--- config.mk ---
export PLATFORM = sky130hd
export DESIGN_NAME = bmp_pixel_stream_decoder_top
export DESIGN_NICKNAME = d
export VERILOG_FILES = /design/src/sv/bmpd_pkg.sv /design/src/sv/bmpd_parser.sv /design/src/sv/bmpd_gamma.sv /design/src/sv/bmp_pixel_stream_decoder_top.sv
export SDC_FILE = /design/constraint.sdc
export NUM_CORES = 2
export LEC_CHECK = 0
export ABC_CLOCK_PERIOD_IN_PS = 27800
export BUFFER_PORTS_ARGS = -buffer_cell sky130_fd_sc_hd__buf_4
export CAP_MARGIN = 20
export CORE_ASPECT_RATIO = 0.6
export CORE_MARGIN = 5
export CORE_UTILIZATION = 55
export DETAILED_ROUTE_END_ITERATION = 10
export PLACE_DENSITY = 0.73
export REMOVE_ABC_BUFFERS = 1
export SLEW_MARGIN = 20
export SYNTH_ARGS = -nofsm -noshare
export SYNTH_HDL_FRONTEND = slang
export SYNTH_SLANG_ARGS = --single-unit
--- constraint.sdc ---
create_clock -name i_clk -period 27.8 [get_ports i_clk]
set_input_delay 1.39 -clock i_clk [delete_from_list [all_inputs] [get_ports i_clk]]
set_output_delay 1.39 -clock i_clk [all_outputs]
set_load 0.05 [all_outputs]
--- src/sv/bmpd_pkg.sv ---
// bmpd_pkg: shared types, header constants and the gamma table builder
// for the BMP pixel stream decoder. No dependencies.
package bmpd_pkg;

    // Result word kinds
    typedef enum logic [1:0] {
        KIND_PIXEL  = 2'd0,
        KIND_HEADER = 2'd1,
        KIND_BAD    = 2'd2
    } t_kind;

    localparam logic [7:0] MAGIC_B = 8'h42;  // 'B'
    localparam logic [7:0] MAGIC_M = 8'h4D;  // 'M'

    // Header byte offsets (14-byte file header + 40-byte info header)
    localparam logic [5:0] HDR_MAGIC_0  = 6'd0;
    localparam logic [5:0] HDR_MAGIC_1  = 6'd1;
    localparam logic [5:0] HDR_WIDTH_0  = 6'd18;
    localparam logic [5:0] HDR_WIDTH_1  = 6'd19;
    localparam logic [5:0] HDR_WIDTH_2  = 6'd20;
    localparam logic [5:0] HDR_WIDTH_3  = 6'd21;
    localparam logic [5:0] HDR_HEIGHT_0 = 6'd22;
    localparam logic [5:0] HDR_HEIGHT_1 = 6'd23;
    localparam logic [5:0] HDR_HEIGHT_2 = 6'd24;
    localparam logic [5:0] HDR_HEIGHT_3 = 6'd25;
    localparam logic [5:0] HDR_LAST     = 6'd53;

    localparam int POS_W = 31;

    // Raw result between parser and gamma stage; color bytes are still
    // raw and are zero on non-pixel words (table entry 0 is 0).
    typedef struct packed {
        t_kind              kind;
        logic [7:0]         red;
        logic [7:0]         green;
        logic [7:0]         blue;
        logic [POS_W-1:0]   column;
        logic [POS_W-1:0]   row_index;
        logic [31:0]        image_width;
        logic [31:0]        image_height;
        logic               last_pixel;
    } t_raw_result;

    localparam logic [63:0] Q30 = 64'd1 << 30;

    // Truncating integer square root, elaboration only
    function automatic logic [63:0] int_sqrt(input logic [63:0] n_in);
        logic [63:0] n;
        logic [63:0] r;
        logic [63:0] b;
        n = n_in;
        r = '0;
        b = 64'd1 << 62;
        for (int i = 0; i < 32; i++) begin
            if (b > n) b = b >> 2;
        end
        for (int i = 0; i < 32; i++) begin
            if (b != 0) begin
                if (n >= r + b) begin
                    n = n - (r + b);
                    r = (r >> 1) + b;
                end else begin
                    r = r >> 1;
                end
                b = b >> 2;
            end
        end
        return r;
    endfunction

    // log2 in Q30, fraction by repeated squaring, truncated
    function automatic logic [63:0] log2_q30(input logic [7:0] n);
        logic [63:0] m;
        logic [63:0] res;
        int          e;
        e = 0;
        for (int i = 0; i < 8; i++) begin
            if (n[i]) e = i;
        end
        m = {56'd0, n} << (30 - e);
        res = 64'(e) << 30;
        for (int bit_i = 29; bit_i >= 0; bit_i--) begin
            m = (m * m) >> 30;
            if (m >= 2 * Q30) begin
                m = m >> 1;
                res = res | (64'd1 << bit_i);
            end
        end
        return res;
    endfunction

    // One gamma table entry, 65535 = 1.0
    function automatic logic [15:0] gamma_entry(input int gamma_hundredths,
                                                input logic [7:0] idx);
        logic [63:0] c [31];
        logic [63:0] d;
        logic [63:0] t;
        logic [63:0] k;
        logic [63:0] f;
        logic [63:0] v;
        logic [63:0] e;
        int          sh;
        c[0] = '0;
        c[1] = int_sqrt(64'd1 << 59);
        for (int j = 2; j <= 30; j++) c[j] = int_sqrt(c[j-1] << 30);
        if (idx == 8'd0) return 16'd0;
        d = log2_q30(8'd255) - log2_q30(idx);
        t = (d * 64'(gamma_hundredths) + 64'd50) / 100;
        k = t >> 30;
        f = t & (Q30 - 64'd1);
        v = Q30;
        for (int j = 1; j <= 30; j++) begin
            if (f[30-j]) v = (v * c[j] + (Q30 >> 1)) >> 30;
        end
        if (k >= 64'd18) begin
            e = '0;
        end else begin
            sh = 30 + int'(k);
            e = (v * 64'd65535 + (64'd1 << (sh - 1))) >> sh;
            if (e > 64'd65535) e = 64'd65535;
        end
        return e[15:0];
    endfunction

endpackage

--- src/sv/bmpd_parser.sv ---
// bmpd_parser: per-byte header/pixel parse state and the raw result register.
// Depends on bmpd_pkg.
module bmpd_parser (
    input  logic                    i_clk,
    input  logic                    i_rst_n,
    input  logic                    i_valid,
    output logic                    o_stall,
    input  logic [7:0]              i_data_byte,
    input  logic                    i_file_start,
    output logic                    o_res_valid,
    output bmpd_pkg::t_raw_result   o_res,
    input  logic                    i_res_take
);

    typedef enum logic [1:0] {
        PH_IDLE,
        PH_HEADER,
        PH_PIXELS,
        PH_BAD
    } t_phase;

    localparam int PW = bmpd_pkg::POS_W;

    t_phase                 r_phase, n_phase;
    logic [5:0]             r_header_count, n_header_count;
    logic [7:0]             r_first_byte, n_first_byte;
    logic [31:0]            r_width, n_width;
    logic [31:0]            r_height, n_height;
    logic [PW-1:0]          r_col, n_col;
    logic [PW-1:0]          r_row, n_row;
    logic [1:0]             r_channel, n_channel;
    logic [1:0]             r_pad_left, n_pad_left;
    logic [7:0]             r_held_blue, n_held_blue;
    logic [7:0]             r_held_green, n_held_green;

    bmpd_pkg::t_raw_result  r_res, n_res;
    logic                   r_res_valid, n_res_valid;

    logic                   w_accept;
    logic [PW-1:0]          w_col_inc;
    logic [PW-1:0]          w_row_inc;

    // result slot frees when the gamma stage takes it
    assign o_stall     = r_res_valid && !i_res_take;
    assign w_accept    = i_valid && !o_stall;
    assign o_res_valid = r_res_valid;
    assign o_res       = r_res;

    always_comb begin
        n_phase        = r_phase;
        n_header_count = r_header_count;
        n_first_byte   = r_first_byte;
        n_width        = r_width;
        n_height       = r_height;
        n_col          = r_col;
        n_row          = r_row;
        n_channel      = r_channel;
        n_pad_left     = r_pad_left;
        n_held_blue    = r_held_blue;
        n_held_green   = r_held_green;
        n_res          = '0;
        n_res_valid    = 1'b0;
        w_col_inc      = '0;
        w_row_inc      = '0;

        // file start aborts whatever was going on
        if (i_file_start) begin
            n_phase        = PH_HEADER;
            n_header_count = '0;
            n_width        = '0;
            n_height       = '0;
            n_col          = '0;
            n_row          = '0;
            n_channel      = '0;
            n_pad_left     = '0;
        end

        case (n_phase)
            PH_HEADER: begin
                n_header_count = n_header_count + 6'd1;
                case (n_header_count - 6'd1)
                    bmpd_pkg::HDR_MAGIC_0:  n_first_byte = i_data_byte;
                    bmpd_pkg::HDR_MAGIC_1: begin
                        if (n_first_byte != bmpd_pkg::MAGIC_B ||
                            i_data_byte != bmpd_pkg::MAGIC_M) begin
                            n_phase        = PH_BAD;
                            n_res.kind     = bmpd_pkg::KIND_BAD;
                            n_res_valid    = 1'b1;
                        end
                    end
                    bmpd_pkg::HDR_WIDTH_0:  n_width[7:0]    = i_data_byte;
                    bmpd_pkg::HDR_WIDTH_1:  n_width[15:8]   = i_data_byte;
                    bmpd_pkg::HDR_WIDTH_2:  n_width[23:16]  = i_data_byte;
                    bmpd_pkg::HDR_WIDTH_3:  n_width[31:24]  = i_data_byte;
                    bmpd_pkg::HDR_HEIGHT_0: n_height[7:0]   = i_data_byte;
                    bmpd_pkg::HDR_HEIGHT_1: n_height[15:8]  = i_data_byte;
                    bmpd_pkg::HDR_HEIGHT_2: n_height[23:16] = i_data_byte;
                    bmpd_pkg::HDR_HEIGHT_3: n_height[31:24] = i_data_byte;
                    bmpd_pkg::HDR_LAST: begin
                        n_res.kind         = bmpd_pkg::KIND_HEADER;
                        n_res.image_width  = n_width;
                        n_res.image_height = n_height;
                        n_res_valid        = 1'b1;
                        if (n_width == '0 || n_width[31] ||
                            n_height == '0 || n_height[31]) begin
                            n_phase = PH_IDLE;
                        end else begin
                            n_phase    = PH_PIXELS;
                            n_col      = '0;
                            n_row      = '0;
                            n_channel  = '0;
                            n_pad_left = '0;
                        end
                    end
                    default: ;
                endcase
            end
            PH_PIXELS: begin
                if (n_pad_left != 2'd0) begin
                    n_pad_left = n_pad_left - 2'd1;
                end else if (n_channel == 2'd0) begin
                    n_held_blue = i_data_byte;
                    n_channel   = 2'd1;
                end else if (n_channel == 2'd1) begin
                    n_held_green = i_data_byte;
                    n_channel    = 2'd2;
                end else begin
                    n_channel       = 2'd0;
                    n_res.kind      = bmpd_pkg::KIND_PIXEL;
                    n_res.red       = i_data_byte;
                    n_res.green     = n_held_green;
                    n_res.blue      = n_held_blue;
                    n_res.column    = n_col;
                    n_res.row_index = n_row;
                    n_res_valid     = 1'b1;
                    w_col_inc       = n_col + 1'b1;
                    w_row_inc       = n_row + 1'b1;
                    if ({1'b0, w_col_inc} >= n_width) begin
                        n_col = '0;
                        n_row = w_row_inc;
                        if ({1'b0, w_row_inc} >= n_height) begin
                            n_res.last_pixel = 1'b1;
                            n_phase          = PH_IDLE;
                        end else begin
                            n_pad_left = n_width[1:0];
                        end
                    end else begin
                        n_col = w_col_inc;
                    end
                end
            end
            default: ;  // idle or bad magic: byte dropped
        endcase
    end

    always_ff @(posedge i_clk) begin
        if (!i_rst_n) begin
            r_phase        <= PH_IDLE;
            r_header_count <= '0;
            r_first_byte   <= '0;
            r_width        <= '0;
            r_height       <= '0;
            r_col          <= '0;
            r_row          <= '0;
            r_channel      <= '0;
            r_pad_left     <= '0;
            r_held_blue    <= '0;
            r_held_green   <= '0;
            r_res_valid    <= 1'b0;
        end else if (w_accept) begin
            r_phase        <= n_phase;
            r_header_count <= n_header_count;
            r_first_byte   <= n_first_byte;
            r_width        <= n_width;
            r_height       <= n_height;
            r_col          <= n_col;
            r_row          <= n_row;
            r_channel      <= n_channel;
            r_pad_left     <= n_pad_left;
            r_held_blue    <= n_held_blue;
            r_held_green   <= n_held_green;
            r_res_valid    <= n_res_valid;
        end else if (i_res_take) begin
            r_res_valid    <= 1'b0;
        end
    end

    always_ff @(posedge i_clk) begin
        if (w_accept) begin
            r_res <= n_res;
        end
    end

endmodule

--- src/sv/bmpd_gamma.sv ---
// bmpd_gamma: gamma table lookup of the three channels and the output register.
// Depends on bmpd_pkg.
module bmpd_gamma #(
    parameter int GAMMA_HUNDREDTHS = 220
) (
    input  logic                    i_clk,
    input  logic                    i_rst_n,
    input  logic                    i_res_valid,
    input  bmpd_pkg::t_raw_result   i_res,
    output logic                    o_res_take,
    output logic                    o_valid,
    input  logic                    i_stall,
    output logic [1:0]              o_kind,
    output logic [15:0]             o_red,
    output logic [15:0]             o_green,
    output logic [15:0]             o_blue,
    output logic [30:0]             o_column,
    output logic [30:0]             o_row_index,
    output logic signed [31:0]      o_image_width,
    output logic signed [31:0]      o_image_height,
    output logic                    o_last_pixel
);

    logic [15:0] w_rom [256];

    // constant table, one entry per generate pass
    for (genvar gi = 0; gi < 256; gi++) begin : g_rom
        localparam logic [15:0] ENTRY = bmpd_pkg::gamma_entry(GAMMA_HUNDREDTHS, 8'(gi));
        assign w_rom[gi] = ENTRY;
    end

    logic        r_valid;
    logic [1:0]  r_kind;
    logic [15:0] r_red, r_green, r_blue;
    logic [30:0] r_column, r_row_index;
    logic [31:0] r_width, r_height;
    logic        r_last;

    assign o_res_take = i_res_valid && (!r_valid || !i_stall);

    always_ff @(posedge i_clk) begin
        if (!i_rst_n) begin
            r_valid <= 1'b0;
        end else if (o_res_take) begin
            r_valid <= 1'b1;
        end else if (!i_stall) begin
            r_valid <= 1'b0;
        end
    end

    always_ff @(posedge i_clk) begin
        if (o_res_take) begin
            r_kind      <= i_res.kind;
            r_red       <= w_rom[i_res.red];
            r_green     <= w_rom[i_res.green];
            r_blue      <= w_rom[i_res.blue];
            r_column    <= i_res.column;
            r_row_index <= i_res.row_index;
            r_width     <= i_res.image_width;
            r_height    <= i_res.image_height;
            r_last      <= i_res.last_pixel;
        end
    end

    assign o_valid        = r_valid;
    assign o_kind         = r_kind;
    assign o_red          = r_red;
    assign o_green        = r_green;
    assign o_blue         = r_blue;
    assign o_column       = r_column;
    assign o_row_index    = r_row_index;
    assign o_image_width  = signed'(r_width);
    assign o_image_height = signed'(r_height);
    assign o_last_pixel   = r_last;

endmodule

--- src/sv/bmp_pixel_stream_decoder_top.sv ---
// bmp_pixel_stream_decoder_top: top level of the 24-bit BMP pixel decoder.
// Depends on bmpd_pkg, bmpd_parser and bmpd_gamma.
//
// Decodes a 24-bit BMP file fed in one byte per word; i_file_start marks the
// first byte of each file and restarts the parse at any time. A bad 'BM'
// magic gives one word of kind 2 and the rest of the file is dropped. Byte 53
// of the 54-byte header gives a kind 1 word with the signed width and height;
// a zero or negative dimension ends the file there. Pixels then come as
// blue/green/red triplets, one kind 0 word per pixel with gamma-corrected
// 16-bit channels (65535 = 1.0), column and row in file order; the width mod 4
// padding bytes after each row are skipped, and o_last_pixel flags the final
// pixel, after which trailing bytes are ignored until the next file start.
// The header pixel-offset field is not used: pixels start right after byte 53.
// Fields that do not apply to a word's kind read zero. Throughput is one
// byte per clock while o_stall is low: the parser updates its counters and
// registers a raw result in the cycle a byte is taken, and the gamma stage
// looks the three channels up in a 256-entry constant table built at
// elaboration from GAMMA_HUNDREDTHS (gamma times 100, 10..500) and registers
// the result word on the output; output stall propagates back to o_stall
// only when both stages hold a word.
module bmp_pixel_stream_decoder_top #(
    parameter int GAMMA_HUNDREDTHS = 220
) (
    input  logic                i_clk,
    input  logic                i_rst_n,
    // input byte channel
    input  logic                i_valid,
    output logic                o_stall,
    input  logic [7:0]          i_data_byte,
    input  logic                i_file_start,
    // result channel
    output logic                o_valid,
    input  logic                i_stall,
    output logic [1:0]          o_kind,
    output logic [15:0]         o_red,
    output logic [15:0]         o_green,
    output logic [15:0]         o_blue,
    output logic [30:0]         o_column,
    output logic [30:0]         o_row_index,
    output logic signed [31:0]  o_image_width,
    output logic signed [31:0]  o_image_height,
    output logic                o_last_pixel
);

    bmpd_pkg::t_raw_result  w_res;
    logic                   w_res_valid;
    logic                   w_res_take;

    // header/pixel parse, raw result register
    bmpd_parser u_parser (
        .i_clk        (i_clk),
        .i_rst_n      (i_rst_n),
        .i_valid      (i_valid),
        .o_stall      (o_stall),
        .i_data_byte  (i_data_byte),
        .i_file_start (i_file_start),
        .o_res_valid  (w_res_valid),
        .o_res        (w_res),
        .i_res_take   (w_res_take)
    );

    // gamma lookup and output register
    bmpd_gamma #(
        .GAMMA_HUNDREDTHS (GAMMA_HUNDREDTHS)
    ) u_gamma (
        .i_clk          (i_clk),
        .i_rst_n        (i_rst_n),
        .i_res_valid    (w_res_valid),
        .i_res          (w_res),
        .o_res_take     (w_res_take),
        .o_valid        (o_valid),
        .i_stall        (i_stall),
        .o_kind         (o_kind),
        .o_red          (o_red),
        .o_green        (o_green),
        .o_blue         (o_blue),
        .o_column       (o_column),
        .o_row_index    (o_row_index),
        .o_image_width  (o_image_width),
        .o_image_height (o_image_height),
        .o_last_pixel   (o_last_pixel)
    );

endmodule

==> impl_metrics.env <==
export IMPL_htree_levels=2
export IMPL_ant_nets=0
export IMPL_portBuffers=191
export IMPL_async_flop_share_pct=0
export IMPL_initialDrtViolationCount=7304
export IMPL_numPlacedInstances=4723
export IMPL_cts_tree="yes"
export IMPL_holdWs_ns=0.413
export IMPL_syn_avg_cell_area_sq_um=8.46
export IMPL_power_density_nw_per_um2=46.3
export IMPL_wl_met2_mm=48.7
export IMPL_cts_setup_buffers=0
export IMPL_status="complete, but fails checks"
export IMPL_ys_ff_latch=494
export IMPL_worstMarginPinSlew_ns=1.16
export IMPL_fp_dieW_um=330
export IMPL_violations="DRC"
export IMPL_critical_path_class="primary input to register"
export IMPL_clock_latency_ns=0.63
export IMPL_most_common_layout_cells="nand2_1, nor2_1, edfxtp_1"
export IMPL_final_common_cell="nand2_1"
export IMPL_drive_above_1_share_pct=10.9
export IMPL_max_freq_mhz=159
export IMPL_grt_max_degree=173
export IMPL_io_pins=192
export IMPL_synthCells=3993
export IMPL_yosysUniqueCellTypes=97
export IMPL_gp_congestion=1.09
export IMPL_nFillCells=5351
export IMPL_fin_worst_skew_ns=0.0404
export IMPL_drc=2
export IMPL_clk_path_buf_depth=3
export IMPL_hold_viol=0
export IMPL_route_met3_wl_mm=21.4
export IMPL_grt_pass1_vias=30700
export IMPL_cp_end_kind="register"
export IMPL_regArea_sq_um=13200
export IMPL_finalMaxSlewViolations=0
export IMPL_initial_core_util_pct=55.5
export IMPL_viasPerCell=7.07
export IMPL_synth_edf_count=330
export IMPL_area_growth_pct=9.86
export IMPL_rsz0062_at_grt="no"
export IMPL_critical_path_required_ns=28.29
export IMPL_chipHeight_um=202
export IMPL_overflow=0
export IMPL_critPathArrivalTime_ns=6.77
export IMPL_grt_antenna_before_repair=7
export IMPL_ys_flop_type="edfxtp_1"
export IMPL_rows=70
export IMPL_slowest_stage="nor4b_1"
export IMPL_routed_top_layer="met5"
export IMPL_cts_root_buf="clkbuf_16"
export IMPL_min_period_over_period_pct=22.6
export IMPL_cts_resized=0
export IMPL_syn_area_sq_um=33800
export IMPL_min_period_ns=6.29
export IMPL_core_sq_um=60900
export IMPL_fin_tns_setup_ns=0
export IMPL_fin_cells=4820
export IMPL_clock_sinks=494
export IMPL_ys_warn_count=0
export IMPL_num_vias=34100
export IMPL_hold_path_class="register to register"
export IMPL_grt_pass1_wl_mm=192
export IMPL_cpPeakStageDelay_ns=0.60
export IMPL_p_leak_uw=0.0137
export IMPL_maxCapViolations=0
export IMPL_post_drt_wl_per_cell_um=26.6
export IMPL_ys_seq_area_share_pct=39.1
export IMPL_wirelength_met1_mm=53.7
export IMPL_setup_viol=0
export IMPL_cts_hold_buffers=0
export IMPL_cts_made_buffers=48
export IMPL_cp_cell_sequence="buf_4 -> nand2b_1 -> inv_1 -> ha_1 -> nand3_1 -> nor3_4 -> nand4_1 -> nor4b_1 -> and3_1 -> xnor2_1 -> ha_1 -> nand3_1 -> nor3_1 -> nand2_1 -> a21oi_1 -> o21ai_0 -> a221oi_2 -> o21ai_2 -> a221o_1"
export IMPL_clkSlewWorstSetupHoldPaths_ns=0.07
export IMPL_nets=4086
export IMPL_maxSlewHeadroom_pct=22.1
export IMPL_cp_max_fo=39
export IMPL_multi_input_area_sq_um=19000
export IMPL_cpLargestDelayFamily="simple AND/OR/NAND/NOR gates"
export IMPL_path_buf_inv=2
export IMPL_startpoint_type="primary input"
export IMPL_dr_pass1_iters=11
export IMPL_ir_drop_mv=0.0554
export IMPL_dp_hpwl_mm=87.2
export IMPL_dieArea_sq_um=66600
export IMPL_wl_mm=128
export IMPL_grt_usage_pct=36.6
[layer usage]
metal,vias to the layer above,track usage (%)
met5,-,0
met4,2,11.1
met3,446,16.1
met2,2809,46.9
met1,15900,54.7
li1,14900,-
[registers in the layout, indices dropped and copies added, names as in the netlist, 2 cells and up]
| signal | count |
|---|---|
| u_parser.o_res | 153 |
| u_gamma.o_red | 16 |
| u_parser.r_held_blue | 8 |
| u_gamma.o_kind | 2 |
| u_gamma.o_image_height | 32 |
| u_parser.r_channel | 2 |
| u_parser.r_height | 32 |
| u_parser.r_width | 32 |
| u_parser.r_phase | 2 |
| u_parser.r_col | 31 |
| u_parser.r_row | 31 |
| u_gamma.o_row_index | 31 |
| u_parser.r_pad_left | 2 |
| u_gamma.o_column | 31 |
| u_parser.r_held_green | 8 |
| u_parser.r_first_byte | 8 |
| u_gamma.o_blue | 16 |
| u_gamma.o_green | 16 |
| u_parser.r_header_count | 6 |
| u_gamma.o_image_width | 32 |
[cell families (layout without fill, tap and decap cells)]
kind of cell               Yosys count  in the layout  synth area share [%]
and+or+nand+nor                   1550           1550                  22.1
AOI/OAI and AO/OA                 1257           1257                  24.5
DFF                                494            494                  39.1
buffers and inverters              427            419                  4.79
adders and majority gates          128            128                  4.74
muxes                               76             76                  3.22
xor gates and xnor gates            61             61                  1.58
other                                0              7                     0
[report_power, final]
| group | switching, uW | internal [uW] |
|---|---|---|
| combinational | 167 | 61.7 |
| clock | 312 | 377 |
| sequential | 6.04 | 794 |
| total | 485 | 1230 |
[final timing paths]
check,from,endpoint,slack (ns),cells after the start
setup / recovery,i_file_start,u_parser.r_row[18],21.51,19
hold / removal,u_parser.o_res[119],u_gamma.o_column[23],0.41,0
setup reg to reg,u_parser.r_col[0],u_parser.r_row[18],22.27,17
hold reg to reg,u_parser.o_res[119],u_gamma.o_column[23],0.41,0
[cell usage after synthesis, types with 37 or more instances]
cell / number / area (sq um)
o22ai_1: 39 / 244
edfxtp_1: 330 / 9910
nand2_1: 476 / 1790
nand2b_1: 54 / 338
a211oi_1: 58 / 435
o211ai_1: 78 / 586
ha_1: 128 / 1600
nor2_1: 392 / 1470
nor3_1: 86 / 430
mux2i_1: 44 / 440
inv_1: 62 / 233
dfxtp_1: 164 / 3280
a21oi_1: 285 / 1430
nand4_1: 37 / 231
and3_1: 164 / 1030
o311ai_0: 37 / 324
o2bb2ai_1: 47 / 412
a31oi_1: 67 / 419
o21ai_0: 317 / 1590
clkbuf_1: 291 / 1090
buf_1: 59 / 221
nor2b_1: 57 / 357
nand3_1: 146 / 731
[stage by stage]
step / cell area, sq um / util, % / worst slack [ns] / total power, uW
2_1_floorplan: 32400 / - / 12.67 / 952
3_3_place_gp: 35400 / 58.2 / 21.36 / 1030
3_5_place_dp: 35400 / 58.2 / 21.06 / 1030
4_1_cts: 37100 / 60.9 / 21.69 / 1710
5_1_grt: 37100 / 60.9 / 21.26 / 1770
6_report: 37100 / 60.9 / 21.51 / 1720
[layout make-up]
class,count,area share [%]
well taps,828,2.79
clock inverters,34,1.03
clock buffers,56,3.37
flip-flops and latches,494,35.6
multi-input cells,3072,51.2
diodes,7,0.0472
repair buffers,262,5.34
inverters,67,0.691
Power figures use the tool's default switching activity.
